--- src/hw/rtl/bsg_pkg.sv ---
package bsg_pkg;

    localparam int BYTE_W   = 8;
    localparam int LEN_W    = 13;
    localparam int OFFSET_W = 48;
    localparam int SUM_W    = 16;
    localparam int HASH_W   = 64;

    localparam logic [LEN_W-1:0]  LEN_RESET = 13'd2048;
    localparam logic [LEN_W-1:0]  LEN_MAX   = 13'd4096;
    localparam logic [LEN_W-1:0]  LEN_MIN   = 13'd1;
    localparam logic [HASH_W-1:0] FNV_BASIS = 64'hcbf29ce484222325;

    typedef struct packed {
        logic [BYTE_W-1:0] data_byte;
        logic              end_of_file;
    } in_item_t;

    typedef struct packed {
        logic [OFFSET_W-1:0] block_offset;
        logic [31:0]         weak_sum;
        logic [HASH_W-1:0]   fnv_hash;
        logic                final_block;
    } out_item_t;

    // x * 0x100000001b3 mod 2^64 as a shift-add tree
    function automatic logic [HASH_W-1:0] fnv_mul(input logic [HASH_W-1:0] x);
        fnv_mul = (x << 40) + (x << 8) + (x << 7) + (x << 5)
                + (x << 4) + (x << 1) + x;
    endfunction

    function automatic logic [LEN_W-1:0] eff_length(input logic [LEN_W-1:0] len);
        if (len == '0)
            eff_length = LEN_MIN;
        else if (len > LEN_MAX)
            eff_length = LEN_MAX;
        else
            eff_length = len;
    endfunction

endpackage

--- src/hw/rtl/bsg_in_reg.sv ---
module bsg_in_reg (
    input  logic              clk,
    input  logic              rst_n,
    input  logic              in_valid,
    output logic              in_ready,
    input  bsg_pkg::in_item_t in_data,
    output logic              item_valid,
    input  logic              item_take,
    output bsg_pkg::in_item_t item_data
);
    import bsg_pkg::*;

    logic     valid_reg;
    logic     valid_next;
    in_item_t data_reg;

    assign in_ready   = !valid_reg || item_take;
    assign valid_next = in_ready ? in_valid : valid_reg;

    always_ff @(posedge clk or negedge rst_n)
    begin
        if (!rst_n)
        begin
            valid_reg <= 1'b0;
        end
        else
        begin
            valid_reg <= valid_next;
        end
    end

    always_ff @(posedge clk)
    begin
        if (in_ready && in_valid)
        begin
            data_reg <= in_data;
        end
    end

    assign item_valid = valid_reg;
    assign item_data  = data_reg;

endmodule

--- src/hw/rtl/bsg_block_accum.sv ---
module bsg_block_accum (
    input  logic                        clk,
    input  logic                        rst_n,
    input  logic                        cfg_write_enable,
    input  logic [bsg_pkg::LEN_W-1:0]   cfg_write_data,
    input  logic                        item_fire,
    input  bsg_pkg::in_item_t           item_data,
    output logic                        result_load,
    output bsg_pkg::out_item_t          result_data
);
    import bsg_pkg::*;

    logic [LEN_W-1:0]    len_reg;
    logic [SUM_W-1:0]    sum_a_reg, sum_a_next;
    logic [SUM_W-1:0]    sum_b_reg, sum_b_next;
    logic [HASH_W-1:0]   fnv_reg, fnv_next;
    logic [LEN_W-1:0]    count_reg, count_next;
    logic [OFFSET_W-1:0] start_reg, start_next;

    logic [SUM_W-1:0]  a_upd;
    logic [SUM_W-1:0]  b_upd;
    logic [HASH_W-1:0] fnv_upd;
    logic [LEN_W-1:0]  count_upd;
    logic              close;

    always_comb
    begin
        a_upd     = sum_a_reg + SUM_W'(item_data.data_byte);
        b_upd     = sum_b_reg + a_upd;
        fnv_upd   = fnv_mul(fnv_reg ^ HASH_W'(item_data.data_byte));
        count_upd = count_reg + LEN_W'(1);
        close     = (count_upd >= eff_length(len_reg)) || item_data.end_of_file;

        sum_a_next = sum_a_reg;
        sum_b_next = sum_b_reg;
        fnv_next   = fnv_reg;
        count_next = count_reg;
        start_next = start_reg;

        if (item_fire)
        begin
            if (close)
            begin
                sum_a_next = '0;
                sum_b_next = '0;
                fnv_next   = FNV_BASIS;
                count_next = '0;
                if (item_data.end_of_file)
                    start_next = '0;
                else
                    start_next = start_reg + OFFSET_W'(count_upd);
            end
            else
            begin
                sum_a_next = a_upd;
                sum_b_next = b_upd;
                fnv_next   = fnv_upd;
                count_next = count_upd;
            end
        end
    end

    assign result_load              = item_fire && close;
    assign result_data.block_offset = start_reg;
    assign result_data.weak_sum     = {b_upd, a_upd};
    assign result_data.fnv_hash     = fnv_upd;
    assign result_data.final_block  = item_data.end_of_file;

    always_ff @(posedge clk or negedge rst_n)
    begin
        if (!rst_n)
        begin
            len_reg   <= LEN_RESET;
            sum_a_reg <= '0;
            sum_b_reg <= '0;
            fnv_reg   <= FNV_BASIS;
            count_reg <= '0;
            start_reg <= '0;
        end
        else
        begin
            if (cfg_write_enable)
                len_reg <= cfg_write_data;
            sum_a_reg <= sum_a_next;
            sum_b_reg <= sum_b_next;
            fnv_reg   <= fnv_next;
            count_reg <= count_next;
            start_reg <= start_next;
        end
    end

endmodule

--- src/hw/rtl/bsg_out_reg.sv ---
module bsg_out_reg (
    input  logic               clk,
    input  logic               rst_n,
    input  logic               load,
    input  bsg_pkg::out_item_t load_data,
    output logic               can_load,
    output logic               out_valid,
    input  logic               out_ready,
    output bsg_pkg::out_item_t out_data
);
    import bsg_pkg::*;

    logic      valid_reg;
    logic      valid_next;
    out_item_t data_reg;

    assign can_load = !valid_reg || out_ready;

    always_comb
    begin
        if (load)
            valid_next = 1'b1;
        else if (out_ready)
            valid_next = 1'b0;
        else
            valid_next = valid_reg;
    end

    always_ff @(posedge clk or negedge rst_n)
    begin
        if (!rst_n)
        begin
            valid_reg <= 1'b0;
        end
        else
        begin
            valid_reg <= valid_next;
        end
    end

    always_ff @(posedge clk)
    begin
        if (load)
        begin
            data_reg <= load_data;
        end
    end

    assign out_valid = valid_reg;
    assign out_data  = data_reg;

endmodule

--- src/hw/rtl/block_signature_generator_unit.sv ---
// Block signature generator: takes one file byte per transaction and emits one
// signature per block (rsync weak sums a/b and FNV-1a 64) when the block reaches
// block_length bytes (0 acts as 1, above 4096 acts as 4096) or the byte carries
// end_of_file, which also returns the offset to 0. Sustained rate is one byte per
// cycle while no finished signature is held back; a block's last byte passes
// through the input register, then the per-byte sum and shift-add FNV update,
// into the result register, where its signature becomes visible. The input side
// stalls only while a finished signature is held.
module block_signature_generator_unit (
    input  logic                        clk,
    input  logic                        rst_n,
    input  logic                        cfg_write_enable,
    input  logic [bsg_pkg::LEN_W-1:0]   cfg_write_data,
    input  logic                        in_valid,
    output logic                        in_ready,
    input  bsg_pkg::in_item_t           in_data,
    output logic                        out_valid,
    input  logic                        out_ready,
    output bsg_pkg::out_item_t          out_data
);
    import bsg_pkg::*;

    logic      item_valid;
    logic      item_fire;
    in_item_t  item_data;
    logic      result_load;
    out_item_t result_data;
    logic      can_load;

    assign item_fire = item_valid && can_load;

    bsg_in_reg u_in_reg (
        .clk        (clk),
        .rst_n      (rst_n),
        .in_valid   (in_valid),
        .in_ready   (in_ready),
        .in_data    (in_data),
        .item_valid (item_valid),
        .item_take  (item_fire),
        .item_data  (item_data)
    );

    bsg_block_accum u_accum (
        .clk              (clk),
        .rst_n            (rst_n),
        .cfg_write_enable (cfg_write_enable),
        .cfg_write_data   (cfg_write_data),
        .item_fire        (item_fire),
        .item_data        (item_data),
        .result_load      (result_load),
        .result_data      (result_data)
    );

    bsg_out_reg u_out_reg (
        .clk       (clk),
        .rst_n     (rst_n),
        .load      (result_load),
        .load_data (result_data),
        .can_load  (can_load),
        .out_valid (out_valid),
        .out_ready (out_ready),
        .out_data  (out_data)
    );

endmodule

--- config.mk ---
export PLATFORM = sky130hd
export DESIGN_NAME = block_signature_generator_unit
export DESIGN_NICKNAME = d
export VERILOG_FILES = /design/src/hw/rtl/bsg_pkg.sv /design/src/hw/rtl/bsg_in_reg.sv /design/src/hw/rtl/bsg_block_accum.sv /design/src/hw/rtl/bsg_out_reg.sv /design/src/hw/rtl/block_signature_generator_unit.sv
export SDC_FILE = /design/constraint.sdc
export NUM_CORES = 1
export LEC_CHECK = 0
export BUFFER_PORTS_ARGS = -buffer_cell sky130_fd_sc_hd__buf_4
export CORE_MARGIN = 1.5
export CORE_UTILIZATION = 60
export DETAILED_ROUTE_END_ITERATION = 8
export GPL_TIMING_DRIVEN = 1
export HOLD_SLACK_MARGIN = 0.02
export PLACE_DENSITY = 0.79
export SKIP_CTS_REPAIR_TIMING = 1
export SYNTH_ARGS = -nofsm -noshare
export SYNTH_HDL_FRONTEND = slang
export SYNTH_SLANG_ARGS = --single-unit
--- constraint.sdc ---
create_clock -name clk -period 8.9 [get_ports clk]
set_input_delay 0.89 -clock clk [delete_from_list [all_inputs] [get_ports clk]]
set_output_delay 0.89 -clock clk [all_outputs]
set_load 0.01 [all_outputs]
==> flow_metrics.env <==
export IMPL_critPathArrivalTime_ps=6940
export IMPL_grt_pass1_vias=18556
export IMPL_synth_yosys_seq_area_share=0.362
export IMPL_clock_latency_ps=580
export IMPL_cts_clk_slew_worst_paths_ps=60
export IMPL_critPathMaxFanout=7
export IMPL_async_reset_ff_frac=0.528
export IMPL_port_buffers=173
export IMPL_synthTopCellsByArea="fa_1 (20%), edfxtp_1 (19%), dfrtp_1 (14%), ha_1 (7.9%), inv_1 (6.3%)"
export IMPL_required_ps=9180
export IMPL_postRouteAntennaNets=0
export IMPL_grt_remaining_overflow=0
export IMPL_area_delta_synth_final_pct=11.9
export IMPL_die_w_um=206
export IMPL_cts_buffers=36
export IMPL_largest_reg_flops=145
export IMPL_routedWlPerCell_um=20.1
export IMPL_vias=17911
export IMPL_drc=0
export IMPL_yosysTopAreaCellShare=0.196
export IMPL_regArea_mm2=0.00896
export IMPL_critical_path_class="register to register"
export IMPL_clockBufferDepth=3
export IMPL_fin_crit_sh=0.748
export IMPL_ys_warn_count=0
export IMPL_setup_tns_ps=0
export IMPL_track_usage=0.300
export IMPL_ios=174
export IMPL_highest_layer="met4"
export IMPL_synth_edf_count=154
export IMPL_nNetsFinal=2900
export IMPL_start_util=0.608
export IMPL_cts_root_buf="clkbuf_16"
export IMPL_gp_congestion=0.971
export IMPL_rsz0062_at_grt="false"
export IMPL_synthMostInstantiatedCell="inv_1"
export IMPL_slew_headroom=0.247
export IMPL_multi_input_area_mm2=0.0140
export IMPL_hold_viol=0
export IMPL_cts_tree="yes"
export IMPL_start_kind="register"
export IMPL_ys_types=84
export IMPL_wl_met1_um=25000
export IMPL_fillCellCount=3015
export IMPL_max_cap_violations=0
export IMPL_met3_length_um=3630
export IMPL_crit_path_frequent_cell="ha_1"
export IMPL_fp_row_count=74
export IMPL_drtIter0Drc=1289
export IMPL_cp_slowest_stage_delay_ps=760
export IMPL_cts_sinks=326
export IMPL_syn_num_nets=2749
export IMPL_slowest_stage="xor2_1"
export IMPL_grt_antenna_before_repair=1
export IMPL_ys_ff_latch=326
export IMPL_setup_violations=0
export IMPL_grt_start_max_net_pins=87
export IMPL_path_cells="xor2_1 > ha_1 > xnor2_1 > fa_1 > inv_1 > ha_1 > ha_1 > ha_1 > inv_1 > fa_1 > nand2b_1 > a21o_1 > a31oi_1 > o2111ai_1 > a21oi_1 > nand3b_1 > a21oi_1 > o21a_1 > o311ai_0"
export IMPL_wl_met2_um=30100
export IMPL_layout_drive_gt1_share=0.122
export IMPL_first_pass_iters=5
export IMPL_routed_via_density=5.90
export IMPL_end_kind="register"
export IMPL_outcome="completed"
export IMPL_finalMaxSlewViolations=0
export IMPL_synth_main_ff_cell="edfxtp_1"
export IMPL_hpwl_um=45300
export IMPL_core_mm2=0.0407
export IMPL_max_freq_mhz=150
export IMPL_synth_area_mm2=0.0248
export IMPL_syn_mean_instance_area_um2=10.7
export IMPL_skew_ps=26.9
export IMPL_fin_crit_ps=6660
export IMPL_wl_um=61000
export IMPL_synthCells=2323
export IMPL_max_slew_worst_pin_slew_ps=1130
export IMPL_synth_largest_area_cell="fa_1"
export IMPL_die_area_mm2=0.0425
export IMPL_grt_pass1_wl_um=98300
export IMPL_fp_dieH_um=206
export IMPL_synth_common_cells="inv_1 (413), fa_1 (243), ha_1 (156)"
export IMPL_hold_path_class="input pin to asynchronous set/reset pin"
export IMPL_cts_max_level=2
## through the flow
step	hold WS (ps)	worst slack [ps]	utilization	area [µm²]	std cells
floorplan	446	2710	-	24800	2323
global placement	466	2480	0.652	26600	2968
detailed placement	472	2330	0.652	26600	2968
CTS	372	2320	0.681	27700	3034
global route	404	2040	0.681	27700	3035
finish	338	2240	0.681	27700	3035
## logic make-up (layout without fill, tap and decap cells)
logic type                 after synthesis  count (layout)  synth area share
AOI/OAI and AO/OA                      497             497             0.140
xor gates and xnor gates               149             149            0.0536
adders and majority gates              404             404             0.277
buffers and inverters                  490             669            0.0752
DFF                                    326             326             0.362
muxes                                   28              28            0.0119
other                                    0               1                 0
and+or+nand+nor                        429             429            0.0804
## metal layers
layer | global-route usage | up-vias
met5 | 0 | -
met4 | 0.113 | 0
met3 | 0.0451 | 139
met2 | 0.497 | 602
met1 | 0.400 | 9029
li1 | - | 8141
## cell usage in the layout, fill, tap and decap left out, types with 8 or more instances in the layout
master     count
inv_1        412
fa_1         243
buf_4        187
ha_1         156
edfxtp_1     154
nand2_1      151
dfrtp_1      143
a21oi_1      109
xnor2_1      103
nor2_1       102
o21ai_0       91
a22o_1        48
a21o_1        45
xor2_1        44
clkbuf_16     37
nand3_1       35
dfstp_2       29
nor3_1        28
a211oi_1      25
o21a_1        24
nand2b_1      24
nand4_1       22
a2111oi_0     21
and3_1        20
o21bai_1      18
mux2i_1       16
a31oi_1       15
o31ai_1       13
mux2_2        12
clkbuf_1      11
and2_1         9
a21boi_0       9
o211ai_1       8
## worst paths after layout
| kind | startpoint | endpoint | slack, ps | cells past startpoint |
|---|---|---|---|---|
| worst max-delay path | u_accum.fnv_reg[0]$_DFFE_PN1P_ | u_out_reg.out_data[58]$_DFFE_PP_ | 2240 | 19 |
| worst min-delay path | rst_n | u_accum.start_reg[32]$_DFFE_PN0P_ | 340 | 1 |
| worst max register to register | u_accum.fnv_reg[0]$_DFFE_PN1P_ | u_out_reg.out_data[58]$_DFFE_PP_ | 2240 | 19 |
| worst min register to register | u_accum.start_reg[0]$_DFFE_PN0P_ | u_out_reg.out_data[97]$_DFFE_PP_ | 500 | 0 |
| max in group asynchronous | rst_n | u_accum.fnv_reg[58]$_DFFE_PN0P_ | 6670 | 3 |
| min in group clk | in_data[0] | u_in_reg.item_data[0]$_DFFE_PP_ | 480 | 1 |
## final cells by class
type                    count  area share
clock inverters            18     0.00650
diodes                      1   0.0000902
flip-flops and latches    326       0.323
well taps                 532      0.0240
inverters                 415      0.0564
repair buffers            188      0.0510
multi-input cells        1507       0.504
clock buffers              48      0.0349
## worst max-delay path: cells and delay by family, from the launching register on
family                   cells  cell delay [ps]
adder cells (fa/ha/maj)      6             2200
AND/OR/NAND/NOR              2              480
AO/OA/AOI/OAI                7             2080
XOR/XNOR                     2              950
flip-flops                   1              540
buffers and inverters        2              120
Power is left out: the tool's default activity adds up to more than one toggle a clock period on the data nets, which glitch-free logic cannot reach.
